--- src/rtl/core/llc_pkg.sv ---
// ----------------------------------------------------------------------------
// Log line level counter package
// Widths, byte codes, tag words, category and register codes, and the
// payload types carried on the block's channels.
// ----------------------------------------------------------------------------
package llc_pkg;

    localparam int COUNT_WIDTH    = 32;
    localparam int POSITION_WIDTH = 16;
    localparam int CFG_INDEX_WIDTH = 8;
    localparam int TAG_LEN        = 5;
    localparam int TAG_SEEN_WIDTH = 3;
    localparam int NUM_CATEGORIES = 5;

    localparam logic [7:0] NL_BYTE      = 8'h0A;
    localparam logic [7:0] CR_BYTE      = 8'h0D;
    localparam logic [7:0] BRACKET_BYTE = 8'h5B;

    localparam logic [39:0] TAG_INFO  = 40'h494E464F2D;
    localparam logic [39:0] TAG_WARN  = 40'h5741524E2D;
    localparam logic [39:0] TAG_ERROR = 40'h4552524F52;
    localparam logic [39:0] TAG_OTHER = 40'h4F54484552;

    localparam logic [2:0] CAT_INFO    = 3'd0;
    localparam logic [2:0] CAT_WARN    = 3'd1;
    localparam logic [2:0] CAT_ERROR   = 3'd2;
    localparam logic [2:0] CAT_OTHER   = 3'd3;
    localparam logic [2:0] CAT_UNKNOWN = 3'd4;

    localparam logic MODE_DATA = 1'b0;
    localparam logic MODE_END  = 1'b1;

    localparam logic [CFG_INDEX_WIDTH-1:0] CFG_MIN_LINE_LENGTH = 8'd0;
    localparam logic [CFG_INDEX_WIDTH-1:0] CFG_TAG_OFFSET      = 8'd1;

    localparam logic [7:0] MIN_LINE_LENGTH_RESET = 8'd30;
    localparam logic [7:0] TAG_OFFSET_RESET      = 8'd21;

    typedef struct packed {
        logic       mode;
        logic [7:0] data_byte;
    } in_item_t;

    typedef struct packed {
        logic                   line_ended;
        logic                   line_valid;
        logic [2:0]             category;
        logic [COUNT_WIDTH-1:0] info_count;
        logic [COUNT_WIDTH-1:0] warn_count;
        logic [COUNT_WIDTH-1:0] error_count;
        logic [COUNT_WIDTH-1:0] other_count;
        logic [COUNT_WIDTH-1:0] unknown_count;
    } out_item_t;

    typedef struct packed {
        logic [CFG_INDEX_WIDTH-1:0] index;
        logic [7:0]                 wdata;
    } cfg_req_t;

endpackage

--- src/rtl/core/llc_if.sv ---
// ----------------------------------------------------------------------------
// Log line level counter channels
// Valid/ready channels for input items, results and register writes.
// ----------------------------------------------------------------------------
interface llc_in_if;
    import llc_pkg::*;

    logic     valid;
    logic     ready;
    in_item_t payload;

    modport source (output valid, output payload, input ready);
    modport sink (input valid, input payload, output ready);
endinterface

interface llc_out_if;
    import llc_pkg::*;

    logic      valid;
    logic      ready;
    out_item_t payload;

    modport source (output valid, output payload, input ready);
    modport sink (input valid, input payload, output ready);
endinterface

interface llc_cfg_if;
    import llc_pkg::*;

    logic     valid;
    logic     ready;
    cfg_req_t payload;

    modport source (output valid, output payload, input ready);
    modport sink (input valid, input payload, output ready);
endinterface

--- src/rtl/core/log_line_level_counter.sv ---
// ----------------------------------------------------------------------------
// Log line level counter
// Each result is registered in the output slot, or in the spare slot while
// the output is held. Throughput: one request per cycle while the spare
// slot is empty; line state and counters update in the accepting cycle,
// and a two-deep result stage absorbs output stalls. Reset clears the line
// state, counters and both result slots; min length 30, tag offset 21.
// ----------------------------------------------------------------------------
module log_line_level_counter (
    input  logic               clk,
    input  logic               rst_n,
    llc_in_if.sink             item,
    llc_out_if.source          result,
    llc_cfg_if.sink            cfg
);
    import llc_pkg::*;

    localparam int EXT_WIDTH = POSITION_WIDTH + 1;

    logic [7:0]                min_len_reg;
    logic [7:0]                tag_offset_reg;
    logic [POSITION_WIDTH-1:0] pos_reg,     pos_next;
    logic                      bracket_reg, bracket_next;
    logic                      last_cr_reg, last_cr_next;
    logic [39:0]               tag_reg,     tag_next;
    logic [TAG_SEEN_WIDTH-1:0] seen_reg,    seen_next;
    logic [NUM_CATEGORIES-1:0][COUNT_WIDTH-1:0] count_reg, count_next;

    logic      out_valid_reg;
    out_item_t out_data_reg;
    logic      skid_valid_reg;
    out_item_t skid_data_reg;

    logic                      accept;
    logic                      out_free;
    logic                      is_nl;
    logic                      close;
    logic [POSITION_WIDTH-1:0] len;
    logic                      ended;
    logic                      valid_line;
    logic [2:0]                cat;
    logic [EXT_WIDTH-1:0]      tag_pos;
    logic [EXT_WIDTH-1:0]      tag_end;
    logic                      pos_max;
    out_item_t                 new_item;

    assign cfg.ready  = 1'b1;
    assign item.ready = !skid_valid_reg;
    assign accept     = item.valid && item.ready;
    assign out_free   = !out_valid_reg || result.ready;

    assign result.valid   = out_valid_reg;
    assign result.payload = out_data_reg;

    always_ff @(posedge clk or negedge rst_n) begin
        if (!rst_n) begin
            min_len_reg    <= MIN_LINE_LENGTH_RESET;
            tag_offset_reg <= TAG_OFFSET_RESET;
        end
        else if (cfg.valid) begin
            unique case (cfg.payload.index)
                CFG_MIN_LINE_LENGTH: min_len_reg    <= cfg.payload.wdata;
                CFG_TAG_OFFSET:      tag_offset_reg <= cfg.payload.wdata;
                default: ;
            endcase
        end
    end

    always_comb begin
        is_nl   = (item.payload.mode == MODE_DATA) && (item.payload.data_byte == NL_BYTE);
        close   = (item.payload.mode == MODE_END) ? (pos_reg != '0) : is_nl;
        len     = pos_reg - POSITION_WIDTH'((pos_reg != '0) && last_cr_reg);
        ended   = close && (len != '0);
        valid_line = ended && (len >= POSITION_WIDTH'(min_len_reg)) && bracket_reg;
        tag_end = EXT_WIDTH'(tag_offset_reg) + EXT_WIDTH'(TAG_LEN);
        tag_pos = EXT_WIDTH'(tag_offset_reg) + EXT_WIDTH'(seen_reg);
        pos_max = (pos_reg == {POSITION_WIDTH{1'b1}});

        cat = CAT_UNKNOWN;
        if (seen_reg == TAG_SEEN_WIDTH'(TAG_LEN) && tag_end <= EXT_WIDTH'(len)) begin
            if (tag_reg == TAG_INFO) begin
                cat = CAT_INFO;
            end
            else if (tag_reg == TAG_WARN) begin
                cat = CAT_WARN;
            end
            else if (tag_reg == TAG_ERROR) begin
                cat = CAT_ERROR;
            end
            else if (tag_reg == TAG_OTHER) begin
                cat = CAT_OTHER;
            end
        end
        if (!valid_line) begin
            cat = CAT_INFO;
        end

        pos_next     = pos_reg;
        bracket_next = bracket_reg;
        last_cr_next = last_cr_reg;
        tag_next     = tag_reg;
        seen_next    = seen_reg;
        if (close) begin
            pos_next     = '0;
            bracket_next = 1'b0;
            last_cr_next = 1'b0;
            tag_next     = '0;
            seen_next    = '0;
        end
        else if (item.payload.mode == MODE_DATA) begin
            if (pos_reg == '0) begin
                bracket_next = (item.payload.data_byte == BRACKET_BYTE);
            end
            if (seen_reg < TAG_SEEN_WIDTH'(TAG_LEN) && EXT_WIDTH'(pos_reg) == tag_pos) begin
                tag_next  = {tag_reg[31:0], item.payload.data_byte};
                seen_next = seen_reg + 1'b1;
            end
            last_cr_next = (item.payload.data_byte == CR_BYTE);
            if (!pos_max) begin
                pos_next = pos_reg + 1'b1;
            end
        end

        for (int i = 0; i < NUM_CATEGORIES; i++) begin
            count_next[i] = count_reg[i] +
                COUNT_WIDTH'(valid_line && (cat == 3'(i)));
        end

        new_item.line_ended    = ended;
        new_item.line_valid    = valid_line;
        new_item.category      = cat;
        new_item.info_count    = count_next[CAT_INFO];
        new_item.warn_count    = count_next[CAT_WARN];
        new_item.error_count   = count_next[CAT_ERROR];
        new_item.other_count   = count_next[CAT_OTHER];
        new_item.unknown_count = count_next[CAT_UNKNOWN];
    end

    always_ff @(posedge clk or negedge rst_n) begin
        if (!rst_n) begin
            pos_reg     <= '0;
            bracket_reg <= 1'b0;
            last_cr_reg <= 1'b0;
            tag_reg     <= '0;
            seen_reg    <= '0;
            count_reg   <= '0;
        end
        else if (accept) begin
            pos_reg     <= pos_next;
            bracket_reg <= bracket_next;
            last_cr_reg <= last_cr_next;
            tag_reg     <= tag_next;
            seen_reg    <= seen_next;
            count_reg   <= count_next;
        end
    end

    always_ff @(posedge clk or negedge rst_n) begin
        if (!rst_n) begin
            out_valid_reg  <= 1'b0;
            skid_valid_reg <= 1'b0;
        end
        else if (out_free) begin
            if (skid_valid_reg) begin
                out_valid_reg  <= 1'b1;
                skid_valid_reg <= 1'b0;
            end
            else begin
                out_valid_reg <= accept;
            end
        end
        else if (accept) begin
            skid_valid_reg <= 1'b1;
        end
    end

    always_ff @(posedge clk) begin
        if (out_free) begin
            if (skid_valid_reg) begin
                out_data_reg <= skid_data_reg;
            end
            else if (accept) begin
                out_data_reg <= new_item;
            end
        end
        else if (accept) begin
            skid_data_reg <= new_item;
        end
    end

    // The spare slot is only ever filled behind a held result.
    assert property (@(posedge clk) disable iff (!rst_n)
        skid_valid_reg |-> out_valid_reg)
        else $error("skid slot holds a request with the output slot empty");

    // Every accepted request leaves a result in one of the two slots.
    assert property (@(posedge clk) disable iff (!rst_n)
        accept |=> out_valid_reg)
        else $error("accepted request produced no result");

    // A request that does not complete a log line leaves the counters alone.
    assert property (@(posedge clk) disable iff (!rst_n)
        (accept && !valid_line) |=> $stable(count_reg))
        else $error("counters moved without a log line");

    // A newline always starts a fresh line.
    assert property (@(posedge clk) disable iff (!rst_n)
        (accept && is_nl) |=> (pos_reg == '0 && seen_reg == '0))
        else $error("line state not cleared after newline");

    // The tag capture never runs past five bytes.
    assert property (@(posedge clk) disable iff (!rst_n)
        accept |=> (seen_reg <= TAG_SEEN_WIDTH'(TAG_LEN)))
        else $error("tag byte count overran");

endmodule

--- src/flat_wrapper.sv ---
// flat-port wrapper written by rule: the top's interface ports become plain ports
module log_line_level_counter_flat import llc_pkg::*;
  (clk, rst_n, item_valid, item_payload, item_ready, result_valid, result_payload, result_ready, cfg_valid, cfg_payload, cfg_ready);
  llc_in_if item_i ();
  llc_out_if result_i ();
  llc_cfg_if cfg_i ();
  input  logic clk;
  input  logic rst_n;
  input wire logic [$bits(item_i.valid)-1:0] item_valid;
  input wire logic [$bits(item_i.payload)-1:0] item_payload;
  output wire logic [$bits(item_i.ready)-1:0] item_ready;
  output wire logic [$bits(result_i.valid)-1:0] result_valid;
  output wire logic [$bits(result_i.payload)-1:0] result_payload;
  input wire logic [$bits(result_i.ready)-1:0] result_ready;
  input wire logic [$bits(cfg_i.valid)-1:0] cfg_valid;
  input wire logic [$bits(cfg_i.payload)-1:0] cfg_payload;
  output wire logic [$bits(cfg_i.ready)-1:0] cfg_ready;
  assign item_i.valid = item_valid;
  assign item_i.payload = item_payload;
  assign item_ready = item_i.ready;
  assign result_valid = result_i.valid;
  assign result_payload = result_i.payload;
  assign result_i.ready = result_ready;
  assign cfg_i.valid = cfg_valid;
  assign cfg_i.payload = cfg_payload;
  assign cfg_ready = cfg_i.ready;
  log_line_level_counter u_core (.clk(clk), .rst_n(rst_n), .item(item_i), .result(result_i), .cfg(cfg_i));
endmodule
--- config.mk ---
export PLATFORM = sky130hd
export DESIGN_NAME = log_line_level_counter_flat
export DESIGN_NICKNAME = d
export VERILOG_FILES = /design/src/rtl/core/llc_pkg.sv /design/src/rtl/core/llc_if.sv /design/src/rtl/core/log_line_level_counter.sv /design/src/flat_wrapper.sv
export SDC_FILE = /design/constraint.sdc
export NUM_CORES = 1
export LEC_CHECK = 0
export BUFFER_PORTS_ARGS = -buffer_cell sky130_fd_sc_hd__buf_2
export CORE_UTILIZATION = 60
export CTS_CLUSTER_SIZE = 16
export DETAILED_ROUTE_END_ITERATION = 10
export PLACE_DENSITY = 0.88
export SKIP_LAST_GASP = 1
export SYNTH_ARGS = -nofsm -noshare
export SYNTH_HDL_FRONTEND = slang
export SYNTH_SLANG_ARGS = --single-unit
--- constraint.sdc ---
create_clock -name clk -period 10 [get_ports clk]
set_clock_uncertainty 0.2 [all_clocks]
set_input_delay 2 -clock clk [delete_from_list [all_inputs] [get_ports clk]]
set_output_delay 2 -clock clk [all_outputs]
set_load 0.005 [all_outputs]
# Word-level counts from Yosys, hierarchy flattened
# Index checks and enable logic that the tools add are counted.
[word_totals]
reg_bits = 569
in_bits = 30
[classes]
n_addsub = 10
magnitude_cmp = 3
eq_ne = 17
muxes = 26
n_bitwise = 2
n_reduce_logical = 33
[ops]
columns = ["op", "n"]
rows = [
  ["165-bit 2-to-1 mux", 2],
  ["32-bit by 1-bit adder with 32-bit output", 5],
  ["40-bit by 39-bit equality test with 1-bit output, second input constant", 4],
  ["40-bit 2-to-1 mux", 3],
  ["16-bit 2-to-1 mux", 3],
  ["16-bit nonzero test", 2],
  ["3-bit 2-to-1 mux", 9],
  ["16-bit by 17-bit equality test with 1-bit output", 1],
  ["17-bit by 16-bit less-or-equal comparator with 1-bit output", 1],
  ["16-bit by 1-bit adder with 16-bit output, second input constant", 1],
  ["16-bit equality test, second input constant", 1],
  ["8-bit by 4-bit equality test with 1-bit output, second input constant", 2],
  ["16-bit by 8-bit >= comparator with 1-bit output", 1],
  ["16-bit logical NOT", 1],
  ["16-bit by 1-bit subtractor with 16-bit output", 1],
  ["1-bit logical AND", 13],
  ["2-bit AND reduction", 5],
  ["8-bit by 3-bit adder with 9-bit output", 1],
  ["8-bit by 3-bit adder with 9-bit output, second input constant", 1],
  ["1-bit 2-to-1 mux", 9],
  ["3-bit AND reduction", 3],
  ["8-bit by 1-bit equality test with 1-bit output, second input constant", 1],
  ["8-bit by 7-bit equality test with 1-bit output, second input constant", 1],
  ["8-bit logical NOT", 1],
  ["11 further kinds", 19],
]

# Depth between registers and ports, before layout
# Gate-level depths: netlist of run 1.
[logic_depth]
ltp_word = 13
mapped_depth = 29
mapped_depth_nobuf = 27

# Worst setup path after synthesis of run 1
# Ideal clock, no wire load.
[synth_path]
path_type = "input to register"
start = "input item_valid"
end = "register u_core.skid_data_reg[0] in the netlist's numbering (enable)"
setup_ns = 0.692
t_arrival_ns = 9.410
t_required_ns = 9.108
setup_slack_ns = -0.302
cell_stages = 4
path_buffers = 2
cell_sequence = "nand2_1 -> clkbuf_1 -> buf_1 -> nor2_1"
[synth_between]
elab_chain_cells = 2
[synth_rtl]
columns = ["item", "line", "source"]
rows = [
  ["start: declaration", "flat_wrapper.sv:9", "input wire logic [$bits(item_i.valid)-1:0] item_valid;"],
  ["1-bit logical AND", "log_line_level_counter.sv:49", "assign accept = item.valid && item.ready;"],
  ["2-bit AND reduction (no source line)", "--", ""],
  ["end signal: assignment", "log_line_level_counter.sv:187", "skid_data_reg <= new_item;"],
  ["end: declaration", "log_line_level_counter.sv:32", "out_item_t skid_data_reg;"],
]
# No other way between the ends.
# A chain may end at the register's enable or synchronous reset.

==> impl_metrics.yaml, run 1 <==
floorplanning:
  rows: 75
  die_h_um: 210
  ios: 198
  core_area_um2: 42400
  die_area_um2: 44200
  die-width_um: 210
  start_util_pct: 61.4
grt:
  grt_pass1_vias: 16300
  grt.total_usage_pct: 24.4
  grt_pass1_wl_um: 85300
  grt_max_degree: 99
  overflow: 0
  grt_antenna_before_repair: 0
logic_synthesis:
  synth_edf_count: 330
  syn_avg_cell_area_um2: 13.0
  syn_nets: 2077
  synth_common_cells: "edfxtp_1, dfrtp_1, nand2_1"
  netlist_top_cells_area: "edfxtp_1, dfrtp_1, mux2_2"
  yosys_warnings: 0
  synth_cell_types: 73
  syn_area_um2: 26000
  synthFlopType: "edfxtp_1"
  synth-seq-cells: 569
  yosysTopAreaCell: "edfxtp_1"
  synth_top_area_share_pct: 38.1
  netlist_instances: 2010
  seq_area_frac_synth_pct: 61.1
  async_flop_share_pct: 42.0
  synth_most_common_cell: "edfxtp_1"
cts:
  cts-root-buf: "clkbuf_16"
  clock_path_buffers: 3
  clk-insertion-delay-late_ns: 0.61
  h-tree-depth: 2
  cts-resized-gates: 0
  cts.clk_slew.worst_paths_ns: 0.06
  cts.sinks: 569
  numCtsBuffers: 56
  cts_setup_buffers: 0
  ctsHoldBuffers: 0
  cts_tree: "done"
placed_design:
  io_buffers: 196
  dp_hpwl_um: 35000
  placed_area_um2: 27400
  routabilityCongestion: 0.905
  dp_slack_ns: 2.36
timing:
  timing.hold.ws_ns: 0.285
  rsz0062_at_grt: "no"
  max_freq_ghz: 0.130
  final_max_slew_viol_count: 0
  maxSlewHeadroom_pct: 19.2
  finalHoldViolCount: 0
  worst_pin_slew_ns: 1.21
  report.final.setup_viol: 0
  setup_tns_ns: 0
  fin_crit_sh_pct: 77.0
  finalWorstSetupSlack_ns: 2.30
  fin_crit_ns: 7.70
finish:
  antennaDiodeCount: 0
  layout-drive-gt1-share_pct: 24.0
  area_growth_pct: 12.4
  fin_nets: 2253
  fin_util_pct: 69.0
  postLayoutCellArea_um2: 29300
worst_hold_path:
  min-delay-start: "u_core.count_reg[32]"
  hold_class: "reg2reg"
pwr:
  power_switching_mw: 1.27
  ir_drop_mv: 0.132
  power.internal_mw: 4.13
  leakage_nw: 12.4
  p_per_area_nw_per_um2: 184
  pwr-share-comb_pct: 9.4
  p_clk_share_pct: 39.6
  pwr-share-seq_pct: 51.0
  netSwitchingFraction_pct: 23.5
setup_path:
  endpoint_kind: "flip-flop"
  cp-start-kind: "flip-flop"
  startpoint: "u_core.pos_reg[1]"
  path_class: "reg2reg"
  r2r-start: "u_core.pos_reg[1]"
  cp.arrival_ns: 7.86
  required_ns: 10.16
  path_max_fanout: 8
drt:
  drc: 0
  drt_iter0_drc: 1108
  wire_per_inst_um: 19.0
  viasPerCell: 5.80
  wirelength_um: 53500
  vias: 16300
  drtPass1Iterations: 5
  final_antenna_net_count: 0
run_status:
  outcome: "finished, final reports clean"
run:
  maxCapViolCount: 0
cell families (layout without fill, tap and decap cells):
kind of cell / count (synthesis) / after routing / synth area share [%]
and+or+nand+nor: 652 / 652 / 12.6
DFF: 569 / 569 / 61.1
xor gates and xnor gates: 337 / 337 / 11.3
buffers and inverters: 132 / 355 / 2.41
adders and majority gates: 37 / 37 / 1.81
AOI/OAI and AO/OA: 111 / 111 / 3.40
muxes: 171 / 171 / 7.40
other: 1 / 1 / 0.0144
worst paths after layout:
path | end | slack (ns) | cells past startpoint
setup reg to reg | u_core.result.payload[156] | 2.30 | 27
hold reg to reg | u_core.count_reg[32] | 0.29 | 2
min in group asynchronous | u_core.count_reg[74] | 1.21 | 1
max in group asynchronous | u_core.count_reg[132] | 6.90 | 2
setup / recovery | u_core.result.payload[156] | 2.30 | 27
hold / removal | u_core.count_reg[32] | 0.29 | 2
area by class of cell:
class	instances	area (um^2)
inverter	42	163
timing repair buffer	208	1080
sequential	569	15900
fill	2854	13200
multi-input combinational	1309	9540
clock buffer	75	1530
tap	577	722
clock inverter	30	329
cell usage in the layout, fill, tap and decap left out, drive strengths merged, types with 10 or more instances in the layout:
master	count
a21oi	10
a22o	41
and2	14
and3	36
buf	208
clkbuf	75
clkinv	19
dfrtp	232
edfxtp	330
ha	36
inv	44
mux2	171
nand2	195
nand3	83
nand4	48
nor2	130
nor3	47
nor4	21
o21ai	20
or3	11
or4	15
xnor2	186
xor2	151
power groups by stage:
stage / clock, mW / combinational [mW] / sequential, mW
2_1_floorplan: 0 / 0.366 / 2.78
3_3_place_gp: 0 / 0.497 / 2.79
3_5_place_dp: 0 / 0.509 / 2.79
4_1_cts: 2.17 / 0.513 / 2.75
5_1_grt: 2.25 / 0.560 / 2.76
6_report: 2.13 / 0.508 / 2.75
routing by layer:
layer | vias to the layer above | GRT usage (%) | part of all wire [%]
met4 | 0 | 8.28 | 2.8
met2 | 494 | 40.7 | 49
met1 | 8187 | 32.9 | 43
li1 | 7516 | - | -
met3 | 103 | 3.75 | 5.2
met5 | - | 0 | 0
stage by stage:
step                total power, mW  cells
global route                   5.58   2810
finish                         5.39   2810
detailed placement             3.30   2705
floorplan                      3.14   2010
CTS                            5.43   2810
global placement               3.28   2705
worst max-delay path, cell delays in order (launching register included):
cell and delay, ns:
dfrtp_1 0.45, inv_1 0.14, ha_1 0.15, or3b_2 0.46, or4_4 0.56, and2_2 0.22
ha_1 0.20, ha_1 0.23, or3b_2 0.33, xnor2_1 0.18, inv_1 0.08, ha_1 0.32
and3_1 0.18, o21ai_0 0.07, a31oi_1 0.13, o311ai_0 0.36, a31oi_1 0.18, o21a_1 0.36
nor3_1 0.35, ha_1 0.23, ha_1 0.20, and3_1 0.25, nand4_1 0.16, nor4_1 0.62
nand3_1 0.30, nor2_1 0.18, xor2_1 0.10, mux2_2 0.27
No activity file was read; power rests on OpenSTA's default activity.
==> run 2: changes to the inputs <==
==> constraint.sdc (replaced) <==
create_clock -name clk -period 7.7 [get_ports clk]
set_clock_uncertainty 0.2 [all_clocks]
set_input_delay 1.54 -clock clk [delete_from_list [all_inputs] [get_ports clk]]
set_output_delay 1.54 -clock clk [all_outputs]
set_load 0.005 [all_outputs]
==> impl_metrics.yaml, run 2 (synthesis results as in run 1) <==
run_status:
  outcome: "finished, final reports clean"
setup_path:
  cp.arrival_ns: 7.49
  endpoint_kind: "flip-flop"
  crit_path_max_incr_delay_ns: 0.63
  path_max_fanout: 8
  r2r_cells: 27
  critPathMostFrequentCell: "ha_1"
  path_class: "reg2reg"
  r2r-start: "u_core.pos_reg[1]"
  worstReg2RegEnd: "u_core.result.payload[60]"
  required_ns: 7.86
  cpMaxStageDelayCell: "or4_4"
  r2r_slack_ns: 0.37
  cp-start-kind: "flip-flop"
finish:
  postLayoutCellArea_um2: 29400
  area_growth_pct: 13.0
  mostFrequentLayoutCells: "edfxtp_1, dfrtp_1, buf_2, nand2_1, xnor2_1"
  antennaDiodeCount: 0
  layout-drive-gt1-share_pct: 24.9
  layout_commonest_cell: "edfxtp_1"
  fin_nets: 2265
floorplanning:
  die_area_um2: 44200
  die_h_um: 210
  ios: 198
  start_util_pct: 61.4
  die-width_um: 210
  core_area_um2: 42400
  rows: 75
grt:
  grt_max_degree: 166
  grt_pass1_vias: 16100
  overflow: 0
  grt.total_usage_pct: 24.5
  grt_pass1_wl_um: 85900
  grt_antenna_before_repair: 0
cts:
  cts_tree: "done"
  clock_path_buffers: 3
  cts.clk_slew.worst_paths_ns: 0.06
  cts-root-buf: "clkbuf_16"
  ctsHoldBuffers: 0
  clk-insertion-delay-late_ns: 0.60
  numCtsBuffers: 55
  h-tree-depth: 2
  cts.sinks: 569
placed_design:
  dp_hpwl_um: 34200
  placed_area_um2: 27500
  dp_slack_ns: 0.203
  io_buffers: 196
  routabilityCongestion: 0.875
worst_hold_path:
  min_to: "u_core.count_reg[96]"
  hold_class: "reg2reg"
  hold_depth: 2
  min-delay-start: "u_core.count_reg[96]"
drt:
  wire_per_inst_um: 18.9
  drt_iter0_drc: 1158
  vias: 16200
  final_antenna_net_count: 0
  wirelength_um: 53400
  viasPerCell: 5.74
  drtPass1Iterations: 5
  drc: 0
timing:
  report.final.setup_viol: 0
  max_freq_ghz: 0.136
  finalWorstSetupSlack_ns: 0.372
  rsz0062_at_grt: "yes"
  fin_crit_sh_pct: 95.2
  final_max_slew_viol_count: 0
  maxSlewHeadroom_pct: 28.9
  fin_crit_ns: 7.33
  finalHoldViolCount: 0
  worst_pin_slew_ns: 1.07
pwr:
  leakage_nw: 12.5
  p_per_area_nw_per_um2: 238
  ir_drop_mv: 0.161
run:
  maxCapViolCount: 0
==> run 2: cell count changes in the layout (fill, tap and decap cells not counted), sizes merged <==
cell,before,now
buf,208,221
clkbuf,75,63
clkinvlp,2,3
clkinv,19,28
bufinv,7,8
==> run 2: timing repair <==
action | 4_1_cts | 5_1_grt
setup buffers | 0 | 5
endpoints found under the hold margin | 0 | 0
gates resized for setup | 0 | 9
setup endpoints to repair | 0 | 35
==> run 2: power by group <==
group | internal (mW) | switching [mW] | total, mW
registers | 3.45 | 0.118 | 3.57
clock network | 1.62 | 1.16 | 2.78
logic | 0.280 | 0.383 | 0.663
total | 5.35 | 1.66 | 7.01
==> run 2: metal layers <==
layer	GRT usage, %	share of wire, %	up-vias
li1	-	-	7542
met1	34.2	44	8071
met2	40.3	49	473
met3	3.07	4.8	100
met4	7.83	2.4	0
met5	0	0	-
==> run 2: layout make-up <==
cell class / instances / area, um^2
flip-flops and latches: 569 / 15900
inverters: 42 / 163
repair buffers: 221 / 1200
clock buffers: 63 / 1450
clock inverters: 41 / 419
multi-input cells: 1309 / 9560
fillers: 2828 / 13000
well taps: 577 / 722
==> run 2: per-stage QoR <==
stage	hold slack [ns]	TNS [ns]	instances	power, mW	util (%)
after floorplan	0.242	0	2010	4.08	-
after global placement	0.265	0	2713	4.27	64.8
after detailed placement	0.276	0	2713	4.29	64.8
after CTS	0.292	0	2817	7.06	69.2
after global routing	0.308	-0.0780	2822	7.26	69.4
final	0.288	0	2822	7.01	69.4
==> run 2: worst max-delay path by stage <==
stage | start | endpoint
after CTS | u_core.pos_reg[1] | u_core.result.payload[126]
after detailed placement | u_core.pos_reg[1] | u_core.result.payload[60]
after global placement | u_core.pos_reg[1] | u_core.result.payload[60]
after floorplan | item_valid | u_core.skid_data_reg[0]
final | u_core.pos_reg[1] | u_core.result.payload[60]
after global routing | u_core.pos_reg[1] | u_core.result.payload[126]
==> run 2: critical path, delay by kind of cell, from the launching register on <==
kind / cells / cell delay [ns]
simple gates: 11 / 3.39
mux: 1 / 0.27
flops: 1 / 0.45
buf+inv: 2 / 0.21
xor+xnor: 2 / 0.26
fa+ha+maj: 6 / 1.37
compound gates: 5 / 0.95
==> run 3: changes to the inputs <==
--- a/config.mk
+++ b/config.mk
@@ -9,7 +9,7 @@
 export CORE_UTILIZATION = 60
 export CTS_CLUSTER_SIZE = 16
 export DETAILED_ROUTE_END_ITERATION = 10
-export PLACE_DENSITY = 0.88
+export PLACE_DENSITY = 0.8
 export SKIP_LAST_GASP = 1
 export SYNTH_ARGS = -nofsm -noshare
 export SYNTH_HDL_FRONTEND = slang
==> impl_metrics.yaml, run 3 (synthesis results as in run 1) <==
run_status:
  outcome: "finished, final reports clean"
drt:
  wirelength_um: 51300
  drt_iter0_drc: 924
  viasPerCell: 5.63
  drc: 0
  wire_per_inst_um: 18.2
  final_antenna_net_count: 0
  drtPass1Iterations: 6
  vias: 15900
grt:
  overflow: 0
  grt_max_degree: 174
  grt_antenna_before_repair: 2
  grt_pass1_wl_um: 82900
  grt_pass1_vias: 15700
  grt.total_usage_pct: 23.6
finish:
  fin_nets: 2263
  layout-drive-gt1-share_pct: 24.6
  layout_commonest_cell: "edfxtp_1"
  area_growth_pct: 12.8
  mostFrequentLayoutCells: "edfxtp_1, dfrtp_1, buf_2, nand2_1, xnor2_1"
  antennaDiodeCount: 0
run:
  maxCapViolCount: 0
cts:
  cts-resized-gates: 0
  cts_tree: "done"
  cts.clk_slew.worst_paths_ns: 0.06
  cts_setup_buffers: 0
  ctsHoldBuffers: 0
  clock_path_buffers: 3
  cts.sinks: 569
  cts-root-buf: "clkbuf_16"
  clk-insertion-delay-late_ns: 0.62
  h-tree-depth: 2
  numCtsBuffers: 56
timing:
  rsz0062_at_grt: "no"
  fin_crit_ns: 7.26
  setup_tns_ns: 0
  finalWorstSetupSlack_ns: 0.442
  fin_crit_sh_pct: 94.3
  report.final.setup_viol: 0
  final_max_slew_viol_count: 0
  worst_pin_slew_ns: 1.11
  max_freq_ghz: 0.138
  maxSlewHeadroom_pct: 26.2
  finalHoldViolCount: 0
pwr:
  p_per_area_nw_per_um2: 236
  leakage_nw: 12.5
  ir_drop_mv: 0.195
setup_path:
  r2r_cells: 27
  cp.arrival_ns: 7.42
  cp-start-kind: "flip-flop"
  worstReg2RegEnd: "u_core.result.payload[60]"
  r2r_slack_ns: 0.44
  endpoint_kind: "flip-flop"
  path_class: "reg2reg"
  crit_end: "u_core.result.payload[60]"
  required_ns: 7.87
  r2r-start: "u_core.pos_reg[1]"
  path_max_fanout: 8
  startpoint: "u_core.pos_reg[1]"
floorplanning:
  start_util_pct: 61.4
  ios: 198
  core_area_um2: 42400
  die_area_um2: 44200
  rows: 75
  die-width_um: 210
  die_h_um: 210
placed_design:
  dp_hpwl_um: 33600
  dp_slack_ns: 0.149
  io_buffers: 196
  routabilityCongestion: 0.859
worst_hold_path:
  min-delay-start: "u_core.count_reg[32]"
  hold_class: "reg2reg"
[run 3: changes by cell type in the layout (fill, tap and decap cells not counted), moves of 2 or more]
cell       change
clkinv_1       -4
nor3_2         -2
clkbuf_1       +8
bufinv_16      -4
clkbuf_8       +4
nor3_1         +2
clkinv_2       -3
buf_4          -3
[run 3: worst min path at each step]
stage | endpoint | cells after the start
final | u_core.count_reg[32] | 2
after CTS | u_core.count_reg[32] | 2
after global placement | u_core.count_reg[32] | 2
after floorplan | u_core.last_cr_reg | 2
after detailed placement | u_core.count_reg[32] | 2
after global routing | u_core.count_reg[32] | 2
[run 3: worst max-delay path: stages (launching register included)]
cell and delay, ns:
dfrtp_1 0.45, inv_1 0.13, ha_1 0.14, or3b_2 0.45
or4_4 0.56, and2_2 0.21, ha_1 0.20, ha_1 0.23
or3b_4 0.31, xnor2_1 0.16, inv_1 0.08, ha_1 0.32
and3_1 0.19, o21ai_0 0.08, a31oi_1 0.13, o311ai_1 0.29
a31oi_1 0.17, o21a_2 0.31, nor3_2 0.22, ha_2 0.23
ha_1 0.22, and3_1 0.19, nand3_1 0.16, or4_4 0.61
nor2_2 0.17, and3_1 0.23, xor2_1 0.10, mux2_2 0.27
[run 3: stage by stage]
step | hold slack, ns | instances | total power, mW | area, um^2 | util, %
after floorplan | 0.242 | 2010 | 4.08 | 26000 | -
after global placement | 0.265 | 2715 | 4.27 | 27500 | 64.8
after detailed placement | 0.270 | 2715 | 4.29 | 27500 | 64.8
after CTS | 0.284 | 2821 | 7.00 | 29300 | 69.2
after global routing | 0.319 | 2821 | 7.18 | 29400 | 69.2
final | 0.284 | 2821 | 6.93 | 29400 | 69.2
[run 3: layer usage]
| metal | GRT usage [%] | part of all wire, % |
|---|---|---|
| met1 | 33.3 | 45 |
| met2 | 37.6 | 48 |
| met3 | 4.05 | 4.9 |
| met4 | 7.25 | 2.3 |
| met5 | 0 | 0.031 |
[run 3: power by group]
group / leakage (nW) / internal (mW) / switching (mW)
registers: 6.30 / 3.45 / 0.110
clock network: 0.892 / 1.56 / 1.15
logic: 5.28 / 0.282 / 0.385
total: 12.5 / 5.29 / 1.64
[run 3: layout make-up]
type / count / area [um^2]
sequential: 569 / 15900
fill: 2964 / 13100
multi-input combinational: 1309 / 9560
clock buffer: 76 / 1560
timing repair buffer: 218 / 1180
tap: 577 / 722
clock inverter: 30 / 279
inverter: 42 / 163
